--- src/i2cm_pkg.sv ---
`default_nettype none

package i2cm_pkg;

    localparam int BITS_PER_BYTE = 8;
    localparam logic [7:0] POLL_LIMIT_RESET = 8'd250;

    // Command codes; IDLE marks no running sequence
    typedef enum logic [2:0] {
        CMD_START   = 3'd0,
        CMD_STOP    = 3'd1,
        CMD_WRITE   = 3'd2,
        CMD_WAITACK = 3'd3,
        CMD_READ    = 3'd4,
        CMD_IDLE    = 3'd7
    } cmd_t;

    // Request kinds
    localparam logic REQ_TICK    = 1'b0;
    localparam logic REQ_COMMAND = 1'b1;

    typedef struct packed {
        logic       req_type;
        logic [2:0] command;
        logic [7:0] tx_byte;
        logic       give_ack;
        logic       sda_level;
    } in_item_t;

    typedef struct packed {
        logic       scl_drive;
        logic       sda_drive;
        logic       busy_res;
        logic       done_res;
        logic [7:0] rx_byte;
        logic       ack_failed;
    } out_item_t;

    // Sequencer state carried from beat to beat
    typedef struct packed {
        cmd_t       active_command;
        logic [2:0] phase;
        logic [3:0] bit_count;
        logic [7:0] shift_byte;
        logic [7:0] poll_count;
        logic       scl;
        logic       sda;
        logic       ack_choice;
        logic [7:0] rx_last;
    } seq_state_t;

endpackage

`default_nettype wire

--- src/i2c_master_bit_sequencer.sv ---
`default_nettype none

// Tick-driven I2C master bit sequencer. Every input beat is either one bus
// delay tick or a command, and produces exactly one result beat carrying the
// SCL/SDA levels, busy/done flags, the last read byte and the ack-timeout
// flag. One beat is accepted per clock while in_ready is high; its result is
// registered in the output register as it is accepted. The only thing that
// sets the rate is the single output register: in_ready drops only while a
// result sits there untaken. The poll limit register is written over the cfg
// channel, which is always ready; it resets to 250.
module i2c_master_bit_sequencer (
    input  wire                  clk,
    input  wire                  rst_n,
    input  wire                  in_valid,
    output logic                 in_ready,
    input  wire i2cm_pkg::in_item_t  in_data,
    output logic                 out_valid,
    input  wire                  out_ready,
    output i2cm_pkg::out_item_t  out_data,
    input  wire                  cfg_valid,
    output logic                 cfg_ready,
    input  wire logic [7:0]      cfg_data
);

    i2cm_pkg::seq_state_t state_reg;
    i2cm_pkg::seq_state_t state_next;
    i2cm_pkg::out_item_t  result_next;
    i2cm_pkg::out_item_t  out_data_reg;
    logic                 out_valid_reg;
    logic [7:0]           poll_limit_reg;
    logic                 in_fire;

    assign in_ready  = !out_valid_reg || out_ready;
    assign in_fire   = in_valid && in_ready;
    assign cfg_ready = 1'b1;
    assign out_valid = out_valid_reg;
    assign out_data  = out_data_reg;

    i2cm_step u_step (
        .cur        (state_reg),
        .item       (in_data),
        .poll_limit (poll_limit_reg),
        .nxt        (state_next),
        .result     (result_next)
    );

    // Sequencer state
    always_ff @(posedge clk or negedge rst_n)
    begin
        if (!rst_n) begin
            state_reg.active_command <= i2cm_pkg::CMD_IDLE;
            state_reg.phase          <= 3'd0;
            state_reg.bit_count      <= 4'd0;
            state_reg.shift_byte     <= 8'd0;
            state_reg.poll_count     <= 8'd0;
            state_reg.scl            <= 1'b1;
            state_reg.sda            <= 1'b1;
            state_reg.ack_choice     <= 1'b0;
            state_reg.rx_last        <= 8'd0;
        end else if (in_fire) begin
            state_reg <= state_next;
        end
    end

    // Poll limit register
    always_ff @(posedge clk or negedge rst_n)
    begin
        if (!rst_n) begin
            poll_limit_reg <= i2cm_pkg::POLL_LIMIT_RESET;
        end else if (cfg_valid) begin
            poll_limit_reg <= cfg_data;
        end
    end

    // Output beat valid
    always_ff @(posedge clk or negedge rst_n)
    begin
        if (!rst_n) begin
            out_valid_reg <= 1'b0;
        end else if (in_ready) begin
            out_valid_reg <= in_valid;
        end
    end

    // Output payload
    always_ff @(posedge clk)
    begin
        if (in_fire) begin
            out_data_reg <= result_next;
        end
    end

endmodule

`default_nettype wire

--- src/i2cm_step.sv ---
`default_nettype none

// One beat of the bus sequencer: next state and the result for that beat
module i2cm_step (
    input  wire i2cm_pkg::seq_state_t cur,
    input  wire i2cm_pkg::in_item_t   item,
    input  wire logic [7:0]           poll_limit,
    output i2cm_pkg::seq_state_t      nxt,
    output i2cm_pkg::out_item_t       result
);

    logic done;
    logic failed;
    logic [3:0] bc_inc;
    logic [7:0] shift_up;

    assign bc_inc   = cur.bit_count + 4'd1;
    assign shift_up = {cur.shift_byte[6:0], 1'b0};

    // Next state
    always_comb
    begin
        nxt    = cur;
        done   = 1'b0;
        failed = 1'b0;
        if (item.req_type == i2cm_pkg::REQ_COMMAND) begin
            if (cur.active_command == i2cm_pkg::CMD_IDLE) begin
                case (i2cm_pkg::cmd_t'(item.command))
                    i2cm_pkg::CMD_START:
                    begin
                        nxt.active_command = i2cm_pkg::CMD_START;
                        nxt.phase = 3'd0;
                        nxt.sda = 1'b1;
                        nxt.scl = 1'b1;
                    end
                    i2cm_pkg::CMD_STOP:
                    begin
                        nxt.active_command = i2cm_pkg::CMD_STOP;
                        nxt.phase = 3'd0;
                        nxt.sda = 1'b0;
                    end
                    i2cm_pkg::CMD_WRITE:
                    begin
                        nxt.active_command = i2cm_pkg::CMD_WRITE;
                        nxt.phase = 3'd0;
                        nxt.shift_byte = item.tx_byte;
                        nxt.bit_count = 4'd0;
                        nxt.sda = item.tx_byte[7];
                    end
                    i2cm_pkg::CMD_WAITACK:
                    begin
                        nxt.active_command = i2cm_pkg::CMD_WAITACK;
                        nxt.phase = 3'd0;
                        nxt.poll_count = 8'd0;
                        nxt.sda = 1'b1;
                    end
                    i2cm_pkg::CMD_READ:
                    begin
                        nxt.active_command = i2cm_pkg::CMD_READ;
                        nxt.phase = 3'd0;
                        nxt.shift_byte = 8'd0;
                        nxt.bit_count = 4'd0;
                        nxt.ack_choice = item.give_ack;
                        nxt.sda = 1'b1;
                        nxt.scl = 1'b1;
                    end
                    default:
                    begin
                        // unknown code: stay idle
                    end
                endcase
            end
        end else begin
            case (cur.active_command)
                i2cm_pkg::CMD_START:
                begin
                    case (cur.phase)
                        3'd0:
                        begin
                            nxt.sda = 1'b0;
                            nxt.phase = 3'd1;
                        end
                        3'd1:
                        begin
                            nxt.scl = 1'b0;
                            nxt.phase = 3'd2;
                        end
                        default: done = 1'b1;
                    endcase
                end
                i2cm_pkg::CMD_STOP:
                begin
                    case (cur.phase)
                        3'd0:
                        begin
                            nxt.scl = 1'b1;
                            nxt.phase = 3'd1;
                        end
                        3'd1:
                        begin
                            nxt.sda = 1'b1;
                            nxt.phase = 3'd2;
                        end
                        default: done = 1'b1;
                    endcase
                end
                i2cm_pkg::CMD_WRITE:
                begin
                    if (cur.phase == 3'd0) begin
                        nxt.scl = 1'b1;
                        nxt.phase = 3'd1;
                    end else begin
                        nxt.scl = 1'b0;
                        nxt.phase = 3'd0;
                        nxt.bit_count = bc_inc;
                        if (bc_inc >= 4'(i2cm_pkg::BITS_PER_BYTE)) begin
                            // last bit clocked: release SDA
                            nxt.sda = 1'b1;
                            done = 1'b1;
                        end else begin
                            nxt.shift_byte = shift_up;
                            nxt.sda = shift_up[7];
                        end
                    end
                end
                i2cm_pkg::CMD_WAITACK:
                begin
                    case (cur.phase)
                        3'd0:
                        begin
                            nxt.scl = 1'b1;
                            nxt.phase = 3'd1;
                        end
                        3'd1:
                        begin
                            if (!item.sda_level) begin
                                nxt.scl = 1'b0;
                                nxt.phase = 3'd2;
                            end else if (cur.poll_count >= poll_limit) begin
                                // timeout: begin the stop sequence
                                nxt.sda = 1'b0;
                                nxt.phase = 3'd3;
                            end else begin
                                nxt.poll_count = cur.poll_count + 8'd1;
                            end
                        end
                        3'd2: done = 1'b1;
                        3'd3:
                        begin
                            nxt.scl = 1'b1;
                            nxt.phase = 3'd4;
                        end
                        3'd4:
                        begin
                            nxt.sda = 1'b1;
                            nxt.phase = 3'd5;
                        end
                        3'd5:
                        begin
                            nxt.scl = 1'b0;
                            nxt.phase = 3'd6;
                        end
                        default:
                        begin
                            done = 1'b1;
                            failed = 1'b1;
                        end
                    endcase
                end
                i2cm_pkg::CMD_READ:
                begin
                    case (cur.phase)
                        3'd0:
                        begin
                            nxt.shift_byte = {cur.shift_byte[6:0], item.sda_level};
                            nxt.bit_count = bc_inc;
                            nxt.scl = 1'b0;
                            nxt.phase = 3'd1;
                        end
                        3'd1:
                        begin
                            if (cur.bit_count < 4'(i2cm_pkg::BITS_PER_BYTE)) begin
                                nxt.scl = 1'b1;
                                nxt.phase = 3'd0;
                            end else begin
                                nxt.sda = ~cur.ack_choice;
                                nxt.phase = 3'd2;
                            end
                        end
                        3'd2:
                        begin
                            nxt.scl = 1'b1;
                            nxt.phase = 3'd3;
                        end
                        3'd3:
                        begin
                            nxt.scl = 1'b0;
                            nxt.phase = 3'd4;
                        end
                        3'd4:
                        begin
                            if (cur.ack_choice) begin
                                nxt.sda = 1'b1;
                                nxt.phase = 3'd5;
                            end else begin
                                nxt.rx_last = cur.shift_byte;
                                done = 1'b1;
                            end
                        end
                        default:
                        begin
                            nxt.rx_last = cur.shift_byte;
                            done = 1'b1;
                        end
                    endcase
                end
                default:
                begin
                    // idle tick: nothing moves
                end
            endcase
            if (done) begin
                nxt.active_command = i2cm_pkg::CMD_IDLE;
                nxt.phase = 3'd0;
            end
        end
    end

    // Result fields
    always_comb
    begin
        result.scl_drive  = nxt.scl;
        result.sda_drive  = nxt.sda;
        result.busy_res   = (nxt.active_command != i2cm_pkg::CMD_IDLE);
        result.done_res   = done;
        result.rx_byte    = nxt.rx_last;
        result.ack_failed = failed;
    end

endmodule

`default_nettype wire

--- config.mk ---
export PLATFORM = sky130hd
export DESIGN_NAME = i2c_master_bit_sequencer
export DESIGN_NICKNAME = d
export VERILOG_FILES = /design/src/i2cm_pkg.sv /design/src/i2c_master_bit_sequencer.sv /design/src/i2cm_step.sv
export SDC_FILE = /design/constraint.sdc
export NUM_CORES = 1
export LEC_CHECK = 0
export BUFFER_PORTS_ARGS = -buffer_cell sky130_fd_sc_hd__buf_4
export CAP_MARGIN = 20
export CORE_MARGIN = 4
export CORE_UTILIZATION = 31
export CTS_CLUSTER_DIAMETER = 50
export DETAILED_ROUTE_END_ITERATION = 7
export PLACE_DENSITY = 0.46
export SETUP_SLACK_MARGIN = 0.02
export SKIP_CTS_REPAIR_TIMING = 1
export SYNTH_ARGS = -nofsm -noshare
export SYNTH_HDL_FRONTEND = slang
export SYNTH_SLANG_ARGS = --single-unit
--- constraint.sdc ---
create_clock -name clk -period 2.3 [get_ports clk]
set_clock_uncertainty 0.05 [all_clocks]
set_input_delay 0.345 -clock clk [delete_from_list [all_inputs] [get_ports clk]]
set_output_delay 0.345 -clock clk [all_outputs]
set_load 0.05 [all_outputs]
==> metrics.log <==
INFO  metric start_util = 0.317
INFO  metric detailedRoute.firstPassIterationCount = 6
INFO  metric cellInternalPower = about 3100 µW
INFO  metric grt_pass1_wl = around 16 mm
INFO  metric finalCoreUtilization = 0.423
INFO  metric cp_data_required_time = between 2 and 2.5 ns
INFO  metric wire_per_inst = between 15 and 20 µm
INFO  metric leakage = a little over 0.002 µW
INFO  metric crit_path_cell_chain = inv_2 > ha_4 > or4_4 > a21oi_4 > a211oi_4 > nor4b_2 > buf_4 > nor3_2 > a21o_1
INFO  metric largest_register_ffs = 37
INFO  metric min_path_type = input port to asynchronous set/reset pin
INFO  metric rsz0062_at_grt = true
INFO  metric synth_edf_count = 13
INFO  metric tightestPinTransition = 0.650 ns
INFO  metric ys_top_cells_by_area = dfrtp_1 24%, edfxtp_1 11%, dfstp_2 8.0%
INFO  metric critPathKind = flip-flop to flip-flop
INFO  metric pwr-share-comb = 0.377
INFO  metric final.fill_count = around 1200
INFO  metric tritoncts_clock_tree = yes
INFO  metric grt.overflow.total = 0
INFO  metric syn_nets = just over 400
INFO  metric finalWirelength = ~9.9 mm
INFO  metric worst_setup_path_end_kind = flip-flop
INFO  metric route.detailed.vias_per_inst = 5.27
INFO  metric detail_route.drc_violations = 0
INFO  metric ys_ff_latch = 59
INFO  metric setup_slack = -0.0146 ns
INFO  metric area.growth.synth_to_final = 33.6%
INFO  metric antenna_violating_nets_post_route = 0
INFO  metric synth-async-reset-ratio = 0.780
INFO  metric drive_above_1_share = 0.374
INFO  metric critical_path.startpoint = poll_limit_reg[3]
INFO  metric floorplan.rows = 39
INFO  metric drt_iter0_drc = about 160
INFO  metric cap_violations = 0
INFO  metric cts_made_buffers = 9
INFO  metric critical_path.startpoint_type = flip-flop
INFO  metric setup.reg_to_reg.worst_slack = -0.01 ns
INFO  metric data_arrival_time_of_the_critical_path = roughly 2.5 ns
INFO  metric worstSetupEndpoint = state_reg[11]
INFO  metric grt_start_max_net_pins = 47
INFO  metric via_count_of_the_first_global_routing_pass = 3134
INFO  metric clock_power_share = 0.289
INFO  metric place.port_buffers = roughly 40
INFO  metric yosys.cell_types.count = 66
INFO  metric antenna_found_initial = 0
INFO  metric synth.cells.most_frequent = 35 x dfrtp_1, 33 x nand2_1, 32 x nor2_1
INFO  metric nNetsFinal = a little under 500
INFO  metric floorplan.core_area = ~11000 µm²
INFO  metric dr_total_vias = between 3000 and 4000
INFO  metric final_critical_delay_including_setup_and_external_delays = 2.31 ns
INFO  metric ir_drop = 461 µV
INFO  metric hold_viol = 1
INFO  metric io_pins = 43
INFO  metric share_seq_of_total_power = 0.334
INFO  metric cell_type_of_the_slowest_stage_on_the_worst_timing_path = or4_4
INFO  metric post-layout-total-power = approximately 4900 µW
INFO  metric reg_to_reg_startpoint = poll_limit_reg[3]
INFO  metric r2r_cells = 9
INFO  metric die_area = about 13000 µm²
INFO  metric yosysMostFrequentCell = dfrtp_1
INFO  metric numPlacedInstances = ~570
INFO  metric floorplan.die.height = 116 µm
INFO  metric most_common_flop_cell_mapped_by_yosys = dfrtp_1
INFO  metric synthesis.instances = roughly 370
INFO  metric path_clk_slew = approximately 0.050 ns
INFO  metric sw_frac_of_total = 0.363
INFO  metric timing.critical_path.fanout_max = 7
INFO  metric fp.dieW = roughly 120 µm
INFO  metric hpwl_after_dpl = roughly 7.2 mm
INFO  metric final-max-slew-violation-count = 0
INFO  metric ctsLongestPathBuffers = 2
INFO  metric h_tree_lvls = 3
INFO  metric run_status = complete, but fails checks
INFO  metric netlist.area_leader.share = 0.242
INFO  metric capture_point_of_the_worst_reg_to_reg_path = state_reg[11]
INFO  metric clock_sink_count = 59
INFO  metric clockRootBuffer = clkbuf_16
INFO  metric antennaDiodeCount = 0
INFO  metric clk_latency = 0.32 ns
INFO  metric synth-seq-area-share = 0.430
INFO  metric synth.yosys.warnings = 0
INFO  metric power.density_cell_area = 1020 nW/µm²
INFO  metric grt_usage = 0.152
INFO  metric biggest_area_consumer_among_synthesized_cells = dfrtp_1
INFO  metric mappedNetlistArea = 3620 µm²
INFO  metric synth_area_per_cell = between 9 and 10 µm²
INFO  metric violations_in_the_final_reports = negative hold slack, negative setup slack
INFO  metric stdcell_count = slightly below 600
INFO  metric setup_viol_count_final = 1
INFO  metric hold_ws = -0.00288 ns
INFO  metric post-route-period-util = 1.01
INFO  metric switching_power_summed_over_all_nets = ~1800 µW
INFO  metric crit_path_max_incr_delay = 0.54 ns
INFO  metric fmaxAchievable = ~430 MHz
INFO  metric slew_headroom = 0.566
INFO  metric gp_congestion = roughly 0.85
## worst max-delay path, delay by kind of cell, from the launching register on
family          cells  cell delay, ns
fa+ha+maj           1            0.16
compound gates      3            0.37
flops               1            0.52
buf+inv             2            0.22
simple gates        3            0.88
## power groups by stage
| stage | registers [µW] | clock network [µW] | logic [µW] |
|---|---|---|---|
| after floorplan | 1540 | 0 | 1170 |
| after global placement | 1650 | 0 | 1760 |
| after detailed placement | 1650 | 0 | 1760 |
| after CTS | 1630 | 1470 | 1770 |
| after global routing | 1680 | 1530 | 2060 |
| final | 1650 | 1430 | 1860 |
## per-stage QoR
step	instance area [µm²]	setup slack (ns)	TNS (ns)
floorplan	3630	0.0795	0
finish	4830	-0.0146	-0.0146
global route	4830	-0.127	-0.362
global placement	4320	-0.0221	-0.0673
CTS	4640	-0.0563	-0.160
detailed placement	4320	-0.0451	-0.0983
## placed cells by master, fill, tap and decap left out, types with 13 or more instances in the layout
master	n
o21ai_0	21
buf_4	86
dfrtp_1	35
inv_1	14
nor2_1	31
a21oi_1	23
edfxtp_1	13
nand2_1	33
mux2_2	19
## worst min-delay path by stage
stage               slack [ns]  startpoint            end  cells after the start
global route              0.05       rst_n  state_reg[14]                      1
global placement          0.38       rst_n  state_reg[30]                      1
CTS                       0.02       rst_n  state_reg[33]                      1
floorplan              -0.0006       rst_n      out_valid                      0
finish                  -0.003       rst_n  state_reg[14]                      1
detailed placement        0.38       rst_n  state_reg[33]                      1
## cell families after synthesis
| logic type | Yosys count | synth area share |
|---|---|---|
| simple gates | 125 | 0.195 |
| compound gates | 109 | 0.209 |
| flops | 59 | 0.430 |
| buf+inv | 39 | 0.0464 |
| mux | 20 | 0.0619 |
| fa+ha+maj | 11 | 0.0374 |
| xor+xnor | 8 | 0.0194 |
| other cells | 1 | 0.00104 |
## layout make-up
class,instances,area [µm²],share of cell area
Clock inverter,7,92.6,0.0192
Inverter,16,60.1,0.0124
Timing Repair Buffer,87,666,0.138
Tap cell,143,179,0.0370
Sequential cell,59,1560,0.324
Clock buffer,9,225,0.0466
Multi-Input combinational cell,274,2040,0.423
## layer usage
| layer | global-route usage | wire length [µm] | vias to the layer above |
|---|---|---|---|
| li1 | - | - | 1519 |
| met1 | 0.196 | 4510 | 1548 |
| met2 | 0.256 | 4920 | 58 |
| met3 | 0.0355 | 310 | 9 |
| met4 | 0.0379 | 110 | 0 |
| met5 | 0 | 0 | - |
(Power assumes the default switching activity.)
